===== src/rtl/pedc_pkg.sv =====
// ----------------------------------------------------------------------------
// Pointer edge diff classifier package
// Shared constants, codes and types for the classifier front, queue and back.
// ----------------------------------------------------------------------------
package pedc_pkg;

   localparam int SAMPLE_DEPTH_DEFAULT = 24;
   localparam int QUEUE_DEPTH          = 4;
   localparam int CSR_ADDR_W           = 5;
   localparam int CSR_DATA_W           = 64;

   localparam logic [32:0] MODULE_SPAN = 33'd16777216;
   localparam logic [63:0] LOW_LIMIT   = 64'h0000_0000_0001_0000;
   localparam logic [63:0] HIGH_LIMIT  = 64'h0000_8000_0000_0000;
   localparam logic [63:0] ALIGN_MASK  = 64'h0000_0000_0000_0007;
   localparam logic [63:0] ALL_ONES    = 64'hFFFF_FFFF_FFFF_FFFF;

   typedef enum logic [1:0] {
      REG_ENABLE      = 2'd0,
      REG_MODULE_BASE = 2'd1,
      REG_ARENA_BASE  = 2'd2,
      REG_ARENA_LIMIT = 2'd3
   } reg_index_type;

   typedef enum logic [1:0] {
      OP_CLEAR   = 2'd0,
      OP_COMPARE = 2'd1,
      OP_READ    = 2'd2
   } op_type;

   typedef enum logic [2:0] {
      CLS_SAME       = 3'd0,
      CLS_PLAIN      = 3'd1,
      CLS_NULL       = 3'd2,
      CLS_POISON     = 3'd3,
      CLS_OTHER      = 3'd4,
      CLS_INTRODUCED = 3'd5
   } class_type;

   typedef struct packed {
      logic        enable;
      logic [46:0] module_base;
      logic [47:0] module_end;
      logic [46:0] arena_base;
      logic [46:0] arena_limit;
   } cfg_type;

   typedef struct packed {
      op_type      op;
      logic [47:0] word_address;
      logic [63:0] pre_word;
      logic [63:0] post_word;
      logic        page_start;
      logic [4:0]  sample_index;
   } item_type;

   typedef struct packed {
      item_type item;
      logic     changed;
      logic     pre_ext;
      logic     post_ext;
      logic     post_zero;
      logic     post_ones;
   } work_type;

endpackage


===== src/rtl/pedc_front.sv =====
// ----------------------------------------------------------------------------
// Pointer edge diff classifier front
// Registers each accepted word and tests both values for external pointers.
// ----------------------------------------------------------------------------
module pedc_front (
   input  logic                clock,
   input  logic                reset,
   input  logic                push,
   output logic                full,
   input  pedc_pkg::item_type  item,
   input  pedc_pkg::cfg_type   cfg,
   output logic                work_push,
   input  logic                work_full,
   output pedc_pkg::work_type  work
);

   logic               valid_ff, valid_in;
   pedc_pkg::item_type item_ff;
   logic               accept;
   logic               move;

   function automatic logic looks_external(logic [63:0] v, pedc_pkg::cfg_type c);
      logic in_span;
      logic in_arena;
      logic in_module;
      in_span   = (v >= pedc_pkg::LOW_LIMIT) && (v < pedc_pkg::HIGH_LIMIT) &&
                  ((v & pedc_pkg::ALIGN_MASK) == '0);
      in_arena  = (v[46:0] >= c.arena_base) && (v[46:0] < c.arena_limit);
      in_module = (c.module_base != '0) && (v[46:0] >= c.module_base) &&
                  ({1'b0, v[46:0]} < c.module_end);
      return in_span && !in_arena && !in_module;
   endfunction

   assign move      = valid_ff && !work_full;
   assign full      = valid_ff && work_full;
   assign accept    = push && !full;
   assign work_push = move;

   always_comb begin
      valid_in = valid_ff;
      if (accept) begin
         valid_in = 1'b1;
      end else if (move) begin
         valid_in = 1'b0;
      end
   end

   always_ff @(posedge clock) begin
      if (reset) begin
         valid_ff <= 1'b0;
      end else begin
         valid_ff <= valid_in;
      end
   end

   always_ff @(posedge clock) begin
      if (accept) begin
         item_ff <= item;
      end
   end

   always_comb begin
      work.item      = item_ff;
      work.changed   = item_ff.pre_word != item_ff.post_word;
      work.pre_ext   = looks_external(item_ff.pre_word, cfg);
      work.post_ext  = looks_external(item_ff.post_word, cfg);
      work.post_zero = item_ff.post_word == '0;
      work.post_ones = item_ff.post_word == pedc_pkg::ALL_ONES;
   end

endmodule


===== config.mk =====
export PLATFORM = sky130hd
export DESIGN_NAME = pedc_front
export DESIGN_NICKNAME = d
export VERILOG_FILES = /design/src/rtl/pedc_pkg.sv /design/src/rtl/pedc_front.sv
export SDC_FILE = /design/constraint.sdc
export NUM_CORES = 1
export LEC_CHECK = 0
export ABC_AREA = 1
export BUFFER_PORTS_ARGS = -buffer_cell sky130_fd_sc_hd__buf_2
export CAP_MARGIN = 20
export CORE_AREA = 10 10 211 213
export CTS_BUF_LIST = sky130_fd_sc_hd__clkbuf_16
export DETAILED_ROUTE_END_ITERATION = 8
export DIE_AREA = 0 0 221 223
export PLACE_DENSITY = 0.69
export SLEW_MARGIN = 25
export SYNTH_ARGS = -nofsm -noshare
export SYNTH_HDL_FRONTEND = slang
export SYNTH_SLANG_ARGS = --single-unit

===== constraint.sdc =====
create_clock -name clock -period 23.9 [get_ports clock]
set_input_delay 1.195 -clock clock [delete_from_list [all_inputs] [get_ports clock]]
set_output_delay 1.195 -clock clock [all_outputs]
set_load 0.03 [all_outputs]

# == Yosys cells after proc, flatten, opt, wreduce, memory -nomap -nowiden ==
# Index checks and enable logic that the tools add are counted.
# op_classes
magnitude_cmp,12
eq_ne,2
muxes,2
n_reduce_logical,28
# ops
cell,n
$logic_not A64 Y1,3
$ge A47 B47 Y1,4
$ge A64 B17 Y1 const B,2
$lt A64 B48 Y1 const B,2
$lt A47 B48 Y1,2
$lt A47 B47 Y1,2
$eq A64 B64 Y1 const B,1
$ne A64 B64 Y1,1
$reduce_bool A47 Y1,1
$logic_and A1 B1 Y1,17
$logic_not A1 Y1,6
$mux W1,2
$reduce_bool A2 Y1,1
# totals
regBits,185
input_bits,378
out_inout_bits,191

# == Depth between registers and ports, before layout ==
# Gate-level depths: netlist (run 1).
# depth
ltp_word,5
depth_mapped,16

# == Worst setup path after synthesis (run 1) ==
# No wires, ideal clock.
# synth_path
kind,input to register
startpoint,input port work_full
endpoint,"register item_ff, in the netlist work[100], enable pin"
setup_time_ps,732
t_arrival_ps,9080
required_ps,23168
path_slack_ps,14088
cell_stages,3
cell_sequence,nand2_1 inv_1 nor2_1
# synth_between
elab_chain_cells,3
# synth_lines
item,line_no,rtl
start: declaration,pedc_front.sv:13,"input logic work_full,"
$logic_and A1 B1 Y1,pedc_front.sv:35,assign full = valid_ff && work_full;
named net full,pedc_front.sv:9,"output logic full,"
$logic_not A1 Y1,pedc_front.sv:36,assign accept = push && !full;
$logic_and A1 B1 Y1,pedc_front.sv:36,
named net accept,pedc_front.sv:19,logic accept;
end signal: assignment,pedc_front.sv:58,item_ff <= item;
end: declaration,pedc_front.sv:18,pedc_pkg::item_type item_ff;
# The timed path passes the listed nets, and every way through them passes these cells.
# A chain may end at the register's enable or synchronous reset.

==> results by group, run 1 <==
Detailed routing
  – Drt via density: 5.15
  – DR vias: 16600
  – Detail Route Antenna Nets: 0
  – 1st-pass router iterations: 6
  – Wire length per cell: 20.5 um
  – Iter 0 DRT Violations: 1237
  – Drt drc: 0
  – DRT Wirelength: 66.2 mm

Cells and area
  – Non-Filler Instances: 3228
  – Area grow syn2layout: 24.6%
  – Fillers: 3926
  – Register area: around 5500 um^2
  – Nets: 3420
  – Post-route cell area: around 21000 um^2
  – Area of the multi-input gates: 10100 um^2
  – Share of cells above drive strength 1: 0.241

GRT
  – Vias in the first global route: between 15000 and 20000
  – Grt met2 use: 0.453
  – Largest net degree at the start of global routing: 171
  – Gr ovfl total: 0
  – Initial antenna violation count: 19
  – GRT met1 Usage: 0.295
  – First-pass GRT wire length: 98.7 mm
  – GRT Overall Usage: 0.259
  – Global route hottest layer: met2
  – Met3 GRT Util: 0.0625

Clock tree
  – Post-CTS sizing: 0
  – Skew-Pair Late Insertion Delay: 0.50 ns
  – CTS root buffer: clkbuf_16
  – Setup Fix Bufs, Post-CTS: 0
  – Clock transition at path regs: 0.08 ns
  – Largest buffer count on any clock path: 2
  – CTS buffer count: 17
  – CTS tree: yes
  – Hold-fix buffers, CTS: 0
  – Clock sinks: 185
  – H-tree depth: 4

Timing
  – Max frequency: 221 MHz
  – Final setup fails: 0
  – Min cycle time layout: roughly 4.5 ns
  – Slew Limit Fails: 0
  – Worst Tran Pin Value: 1.00 ns
  – Worst rel slew slack: 0.332
  – Post-Route Setup TNS: 0 ns
  – Clk_skew: 0.0147 ns
  – Final Hold Fails: 0
  – RSZ-0062 raised after global routing: false
  – Final worst path period share: 0.190

Yosys
  – Post-synthesis register bit count: 185
  – Mapped Nets: 2833
  – Yosys top cell by area: edfxtp_1
  – Number of synthesis warnings: 0
  – Synth Cell Area: about 17000 um^2
  – Synth cell types: 35
  – Seq/Total Area, Yosys: 0.327
  – Synth top area share: 0.326
  – Largest cells by area after synthesis: edfxtp_1, ha_1, nand2_1
  – Gate Count Post-Synth: 2083
  – Avg Cell Area, Syn: between 8 and 9 um^2

Setup path
  – Critical Path AT: 3.34 ns
  – Crit path launch type: input port
  – Crit-path max cell delay: ~0.32 ns
  – Worst path slowest cell: ha_1
  – CP Capture Type: primary output
  – Crit path kind: input port to primary output
  – Critical path, cell by cell: buf_2 -> inv_1 -> ha_1 -> nand4_1 -> nor3_2 -> nand3_1 -> nand3b_1 -> a21oi_1 -> nor2_1 -> nor2_1 -> buf_2
  – Worst Path Max Fanout: 3
  – Worst EP required: 22.71 ns

Power and ir drop
  – Power density over cell area: about 47 nW/um^2
  – Peak VDD IR: 76.2 uV
  – Leak: between 0.01 and 0.015 uW
  – Pwr Total: approximately 1000 uW

Die
  – Cell Rows: 74
  – Chip width: roughly 220 um
  – Core area: around 40000 um^2
  – Starting Density: 0.420
  – Ports: 569
  – Die Ht: 223 um
  – Die area: 49300 um^2

Placement
  – Number of I/O port buffers: 567
  – Final HPWL DP: 55.8 mm
  – Routability congestion estimate: 0.930
  – Post-placement cell area: 20500 um^2
  – Placed insts: 3183

Min path
  – Min-Delay Path Class: flip-flop to flip-flop

Job
  – Max Cap Viol: 0

Run status
  – Outcome: finished, final reports clean
## where the power goes
part	total, uW	switching [uW]	internal (uW)	leakage (uW)
clock	295	145	150	0.000299
sequential	416	35.3	381	0.00179
combinational	289	178	111	0.00919
total	1000	358	642	0.0113
## metal layers
metal	part of all wire	wire (um)	up-vias
li1	-	-	8203
met1	0.40	26300	7587
met2	0.50	32800	691
met3	0.071	4730	122
met4	0.035	2300	12
met5	0.0012	79	-
## metrics by stage
stage | util | worst slack (ns) | hold WS [ns]
floorplan | - | 14.09 | 0.448
global placement | 0.508 | 19.42 | 0.470
detailed placement | 0.508 | 19.40 | 0.498
CTS | 0.523 | 19.38 | 0.509
global route | 0.523 | 19.21 | 0.561
finish | 0.523 | 19.37 | 0.509
## cells by family (layout without fill, tap and decap cells)
logic type,count (synthesis),count (layout),share of synthesized area
AO/OA/AOI/OAI,211,211,0.0663
XOR/XNOR,45,45,0.0232
adder cells (fa/ha/maj),372,372,0.274
buffers and inverters,363,963,0.0803
flip-flops,185,185,0.327
other,0,13,0
AND/OR/NAND/NOR,907,907,0.229
## worst paths after layout
kind              depth (start not counted)  slack, ns               endpoint                  start
setup / recovery                         11      19.37                work[2]               cfg[137]
hold / removal                            2       0.51  valid_ff$_SDFFE_PP0P_  valid_ff$_SDFFE_PP0P_
setup reg to reg                          4      21.74     work[31]$_DFFE_PP_  valid_ff$_SDFFE_PP0P_
hold reg to reg                           2       0.51  valid_ff$_SDFFE_PP0P_  valid_ff$_SDFFE_PP0P_
## critical path, delay by kind of cell
family | cells | cell delay, ns
adders and majority gates | 1 | 0.32
buffers and inverters | 3 | 0.40
AOI/OAI and AO/OA | 1 | 0.18
and+or+nand+nor | 6 | 1.22
## layout make-up
type                    count  area share
repair buffers            568       0.135
flip-flops and latches    185       0.262
clock buffers              17      0.0201
well taps                 532      0.0315
diodes                     13     0.00154
multi-input cells        1535       0.476
clock inverters            15     0.00841
inverters                 363      0.0645
## placed cells by master (no fill, tap or decap), drive strengths merged
| cell | n |
|---|---|
| a211oi | 1 |
| a21o | 11 |
| a21oi | 157 |
| a41oi | 1 |
| and2 | 1 |
| buf | 568 |
| bufinv | 1 |
| clkbuf | 17 |
| clkinv | 5 |
| dfxtp | 1 |
| diode | 13 |
| edfxtp | 184 |
| ha | 372 |
| inv | 372 |
| nand2 | 522 |
| nand3 | 69 |
| nand3b | 3 |
| nand4 | 75 |
| nor2 | 185 |
| nor3 | 16 |
| nor3b | 4 |
| nor4 | 17 |
| o21a | 10 |
| o21ai | 30 |
| o21bai | 1 |
| or2 | 13 |
| or4 | 2 |
| xnor2 | 33 |
| xor2 | 12 |
## flip-flops by register name, indices dropped and copies added, names as in the netlist
register and cells:
valid_ff 1, work 184
## synth_stat cells
library cell    n
a211oi_1        1
a21o_1         11
a21oi_1       155
a21oi_2         2
a41oi_1         1
and2_1          1
dfxtp_1         1
edfxtp_1      184
ha_1          372
inv_1         345
inv_2          18
nand2_1       518
nand2_2         4
nand3_1        69
nand3b_1        3
nand4_1        74
nand4_2         1
nor2_1        176
nor2_2          7
nor2_4          2
nor3_1         14
nor3_2          2
nor3b_1         3
nor3b_2         1
nor4_1         16
nor4_2          1
o21a_1         10
o21ai_0        18
o21ai_1        12
o21bai_1        1
or2_0           4
or2_2           9
or4_1           2
xnor2_1        33
xor2_1         12
(Power assumes the default switching activity.)
==> run 2: changes to the inputs <==
PLACE_DENSITY = 0.71   (was 0.69)
clock period = 3.7 ns   (was 23.9 ns; I/O delays follow)
==> run 2 against run 1 <==
Effect of this change:
- first-iteration DRC count grew 2.0%
- utilization up 4.7 points
- critical path type is now flip-flop to primary output
- die area unchanged
- sequential cell count did not move
- routed wire length is 7.4% higher
- global-route usage is 2.0 points higher
- critical path depth shrank 2
==> results by group, run 2 (synthesis gave the netlist of run 1 again) <==
GRT
  – GRT Overall Usage: 0.279
  – First-pass GRT wire length: 106 mm
  – Initial antenna violation count: 13
  – Vias in the first global route: about 18000
  – Largest net degree at the start of global routing: 79
  – Gr ovfl total: 0

Min path
  – Hold Path Depth: 3
  – Hold path start: push
  – Min-Delay Path Class: input port to flip-flop

Timing
  – Max frequency: between 300 and 400 MHz
  – Worst rel slew slack: 0.387
  – PnR worst setup slack: 0.411 ns
  – Slew Limit Fails: 0
  – RSZ-0062 raised after global routing: false
  – Worst Tran Pin Value: 0.911 ns
  – Final Hold Fails: 0
  – Final setup fails: 0
  – Post-Route Setup TNS: 0 ns
  – Clk_skew: 0.0134 ns
  – Min cycle time layout: 3.29 ns
  – Final worst path period share: 0.889

Setup path
  – CP Capture Type: primary output
  – Worst EP required: 3.51 ns
  – Crit Reg-Reg Startpoint: valid_ff$_SDFFE_PP0P_
  – Crit path kind: flip-flop to primary output
  – Worst setup path startpoint: work[56]$_DFFE_PP_
  – Crit path launch type: flip-flop
  – Worst Path Max Fanout: 8
  – Critical Path AT: 3.10 ns
  – R2R depth: 4

Placement
  – Final HPWL DP: 56.3 mm
  – Worst slack at placement: between 1 and 1.5 ns
  – Placed insts: 3186
  – Routability congestion estimate: 0.951
  – Number of I/O port buffers: 567

Power and ir drop
  – Flop pwr share: 0.401
  – Pint: approximately 4300 uW
  – Power density over cell area: just under 300 nW/um^2
  – Clock power frac: 0.291
  – Peak VDD IR: 429 uV
  – Logic pwr share: 0.308
  – Leak: 0.0121 uW
  – NetSw: 2430 uW
  – Sw Ratio: 0.362

Clock tree
  – Clock transition at path regs: 0.08 ns
  – Skew-Pair Late Insertion Delay: 0.49 ns
  – CTS root buffer: clkbuf_16
  – Largest buffer count on any clock path: 2
  – Clock sinks: about 190
  – CTS buffer count: 17
  – H-tree depth: 4
  – CTS tree: yes

Die
  – Core area: 40400 um^2
  – Starting Density: 0.420
  – Ports: 569
  – Die Ht: 223 um
  – Die area: 49300 um^2
  – Cell Rows: 74
  – Chip width: 221 um

Cells and area
  – Area of the multi-input gates: 10100 um^2
  – Max reg flops: 184
  – Non-Filler Instances: roughly 3400
  – Most frequent cells in the layout: buf_2, nand2_1, ha_1
  – Fillers: 3593
  – Nets: about 3600
  – Commonest non-fill, non-tap cell in the layout: buf_2
  – Area grow syn2layout: 35.7%
  – Register area: roughly 5500 um^2
  – Share of cells above drive strength 1: 0.227

Detailed routing
  – 1st-pass router iterations: 5
  – Drt via density: 5.15
  – Drt drc: 0
  – Iter 0 DRT Violations: 1262
  – Detail Route Antenna Nets: 0
  – DR vias: between 15000 and 20000
  – Wire length per cell: roughly 21 um
  – DRT Wirelength: about 71 mm

Job
  – Max Cap Viol: 0

Run status
  – Outcome: finished, final reports clean
-- run 2: metrics by stage --
step           power, uW  hold slack (ns)  cell area (um^2)  utilization
6_report            6700            0.249             23000        0.570
5_1_grt             7030            0.277             23000        0.570
4_1_cts             6670            0.224             23000        0.570
3_5_place_dp        4590            0.343             20500        0.508
3_3_place_gp        4530            0.342             20500        0.508
2_1_floorplan       3850            0.254             17000            -
-- run 2: area by class of cell --
cell class | instances | share of cell area
sequential | 185 | 0.241
clock inverter | 15 | 0.00767
tap | 532 | 0.0289
antenna | 7 | 0.000761
multi-input combinational | 1535 | 0.437
timing repair buffer | 757 | 0.207
inverter | 363 | 0.0592
clock buffer | 17 | 0.0185
-- run 2: critical path, cell delays in order (launching register included) --
cell and delay (ns):
edfxtp_1 0.60, ha_1 0.40, nand2_1 0.09, nor3_2 0.36, nand3_1 0.28, nand3b_1 0.29, a21oi_1 0.18, nor2_1 0.06
nor2_1 0.08, buf_2 0.24
-- run 2: worst paths after layout --
path	to	slack, ns
max	work[2]	0.41
min	work[58]$_DFFE_PP_	0.25
max reg2reg	work[26]$_DFFE_PP_	1.75
min reg2reg	work[58]$_DFFE_PP_	0.86
-- run 2: per-layer routing --
| metal | vias up | global-route usage | wire [um] |
|---|---|---|---|
| li1 | 8562 | - | - |
| met1 | 8075 | 0.315 | 28000 |
| met2 | 743 | 0.491 | 35200 |
| met3 | 165 | 0.0608 | 4620 |
| met4 | 14 | 0.133 | 3190 |
| met5 | - | 0 | 89 |
-- run 2: power by group through the flow --
stage,Combinational [uW],Sequential [uW],Clock [uW]
after floorplan,975,2880,0
after global placement,1810,2720,0
after detailed placement,1870,2730,0
after CTS,2030,2680,1950
after global routing,2300,2700,2020
final,2060,2690,1950
-- run 2: what timing repair did --
| item | in CTS | in global routing |
|---|---|---|
| endpoints found under the hold margin | 185 | 0 |
| resized for setup | 0 | 0 |
| buffers inserted | 0 | 0 |
| hold buffers | 186 | 0 |
==> run 3: changes to the inputs <==
CTS_BUF_LIST = sky130_fd_sc_hd__clkbuf_8   (was sky130_fd_sc_hd__clkbuf_16)
==> run 3 against run 2 <==
Effect of this change:
- routed wire length shrank 0.61%
- fmax shrank 2.0%
- power down 6.8%
- register-to-register slack worse by 0.04 ns
- sequential power about the same
- final area shrank 0.81%
- hold slack worse by 0.048 ns
- critical path type unchanged
==> results by group, run 3 (synthesis gave the netlist of run 1 again) <==
GRT
  – GRT Overall Usage: 0.277
  – Vias in the first global route: 17800
  – Largest net degree at the start of global routing: 79
  – Gr ovfl total: 0
  – Initial antenna violation count: 13
  – First-pass GRT wire length: about 110 mm

Setup path
  – CP Capture Type: primary output
  – Crit path kind: flip-flop to primary output
  – Crit path launch type: flip-flop
  – Worst path slowest cell: edfxtp_1
  – Worst Path Max Fanout: 8
  – RR Endpoint: work[26]$_DFFE_PP_
  – Crit-path max cell delay: 0.59 ns
  – Crit path buffers/inverters: 1
  – Reg-to-reg setup timing slack: between 1.5 and 2 ns
  – Top Family by Delay on Critical Path: simple AND/OR/NAND/NOR gates
  – R2R depth: 4
  – Critical Path Stages: 9
  – Setup crit end: work[2]
  – Critical Path AT: ~3.2 ns
  – Most used cell, CP: nor2_1
  – Worst EP required: 3.51 ns
  – Worst setup path startpoint: work[54]$_DFFE_PP_
  – Crit Reg-Reg Startpoint: valid_ff$_SDFFE_PP0P_
  – Critical path, cell by cell: ha_1 -> nand4_1 -> nor3_2 -> nand3_1 -> nand3b_1 -> a21oi_1 -> nor2_1 -> nor2_1 -> buf_2

Timing
  – Clk_skew: 0.0167 ns
  – Hold Slack: 0.201 ns
  – Final setup fails: 0
  – Max frequency: 298 MHz
  – Worst Tran Pin Value: 0.914 ns
  – Worst rel slew slack: 0.385
  – Min cycle time layout: 3.36 ns
  – Slew Limit Fails: 0
  – RSZ-0062 raised after global routing: false
  – Final Hold Fails: 0
  – Post-Route Setup TNS: 0 ns
  – Final worst path period share: 0.907

Cells and area
  – Post-route cell area: ~23000 um^2
  – Max reg flops: 184
  – Area grow syn2layout: 34.6%
  – Fin util: 0.565
  – Share of cells above drive strength 1: 0.227
  – Commonest non-fill, non-tap cell in the layout: buf_2
  – Fillers: between 3000 and 4000
  – Most frequent cells in the layout: buf_2, nand2_1, ha_1
  – Nets: 3609

Detailed routing
  – Metal3 WL: 4.69 mm
  – DR vias: 17500
  – Met1 Routed Length: 27.8 mm
  – DRT Wirelength: 70.7 mm
  – Iter 0 DRT Violations: roughly 1300
  – Drt drc: 0
  – Top sig layer: met5
  – Detail Route Antenna Nets: 0
  – Met2 WL: 35.7 mm
  – 1st-pass router iterations: 5
  – Drt via density: 5.13
  – Wire length per cell: 20.7 um

Die
  – Starting Density: 0.420
  – Ports: 569
  – Die area: 49300 um^2
  – Chip width: about 220 um
  – Die Ht: 223 um
  – Cell Rows: 74
  – Core area: 40400 um^2

Power and ir drop
  – Pwr Total: 6240 uW
  – Leak: 0.0120 uW
  – Peak VDD IR: ~360 uV
  – Power density over cell area: 274 nW/um^2

Clock tree
  – Largest buffer count on any clock path: 2
  – CTS tree: yes
  – CTS root buffer: clkbuf_8
  – CTS buffer count: 17
  – Clock transition at path regs: 0.12 ns
  – Clock sinks: 185
  – H-tree depth: 4
  – Skew-Pair Late Insertion Delay: 0.57 ns

Min path
  – Min-Delay Path Class: input port to flip-flop

Placement
  – Final HPWL DP: 56.3 mm
  – Routability congestion estimate: about 0.95
  – Number of I/O port buffers: 567
  – Post-placement cell area: 20500 um^2

Job
  – Max Cap Viol: 0

Run status
  – Outcome: finished, final reports clean
run 3: cell count changes in the layout (fill, tap and decap cells not counted), sizes merged:
cell and change:
diode +2
run 3: area by class of cell:
type / instances / area (um^2) / share of cell area
inverter: 363 / 1360 / 0.0597
clock inverter: 15 / 176 / 0.00773
multi-input combinational: 1535 / 10100 / 0.441
tap: 532 / 666 / 0.0292
antenna: 9 / 22.5 / 0.000987
clock buffer: 17 / 234 / 0.0103
sequential: 185 / 5550 / 0.243
timing repair buffer: 757 / 4750 / 0.208
run 3: worst min-delay path by stage:
stage           from                     to  slack, ns  cells past startpoint
5_1_grt         push     work[58]$_DFFE_PP_       0.19                      3
3_5_place_dp   reset  valid_ff$_SDFFE_PP0P_       0.34                      2
2_1_floorplan  reset  valid_ff$_SDFFE_PP0P_       0.25                      1
4_1_cts         push     work[58]$_DFFE_PP_       0.13                      3
3_3_place_gp   reset  valid_ff$_SDFFE_PP0P_       0.34                      2
6_report        push     work[58]$_DFFE_PP_       0.20                      3
run 3: metal layers:
metal / vias up / GRT usage
met5: - / 0
met4: 12 / 0.116
met3: 139 / 0.0639
met2: 743 / 0.495
met1: 8060 / 0.311
li1: 8553 / -
run 3: repair_timing:
item,4_1_cts,5_1_grt
buffers inserted,0,0
resized for setup,0,0
endpoints found under the setup margin,0,0
endpoints found under the hold margin,185,0
hold buffers,186,0
run 3: power by group:
part | switching, uW | internal, uW
Clock | 924 | 570
Combinational | 1210 | 850
Sequential | 231 | 2460
run 3: stage by stage:
step,cells,setup slack [ns]
floorplan,2083,0.0609
global placement,3186,1.07
detailed placement,3186,1.02
CTS,3404,0.304
global route,3411,0.217
finish,3413,0.343
run 3: tightest hold or removal path: stages:
cell	delay, ns
buf_2	0.10
inv_1	0.12
nor2_4	0.16
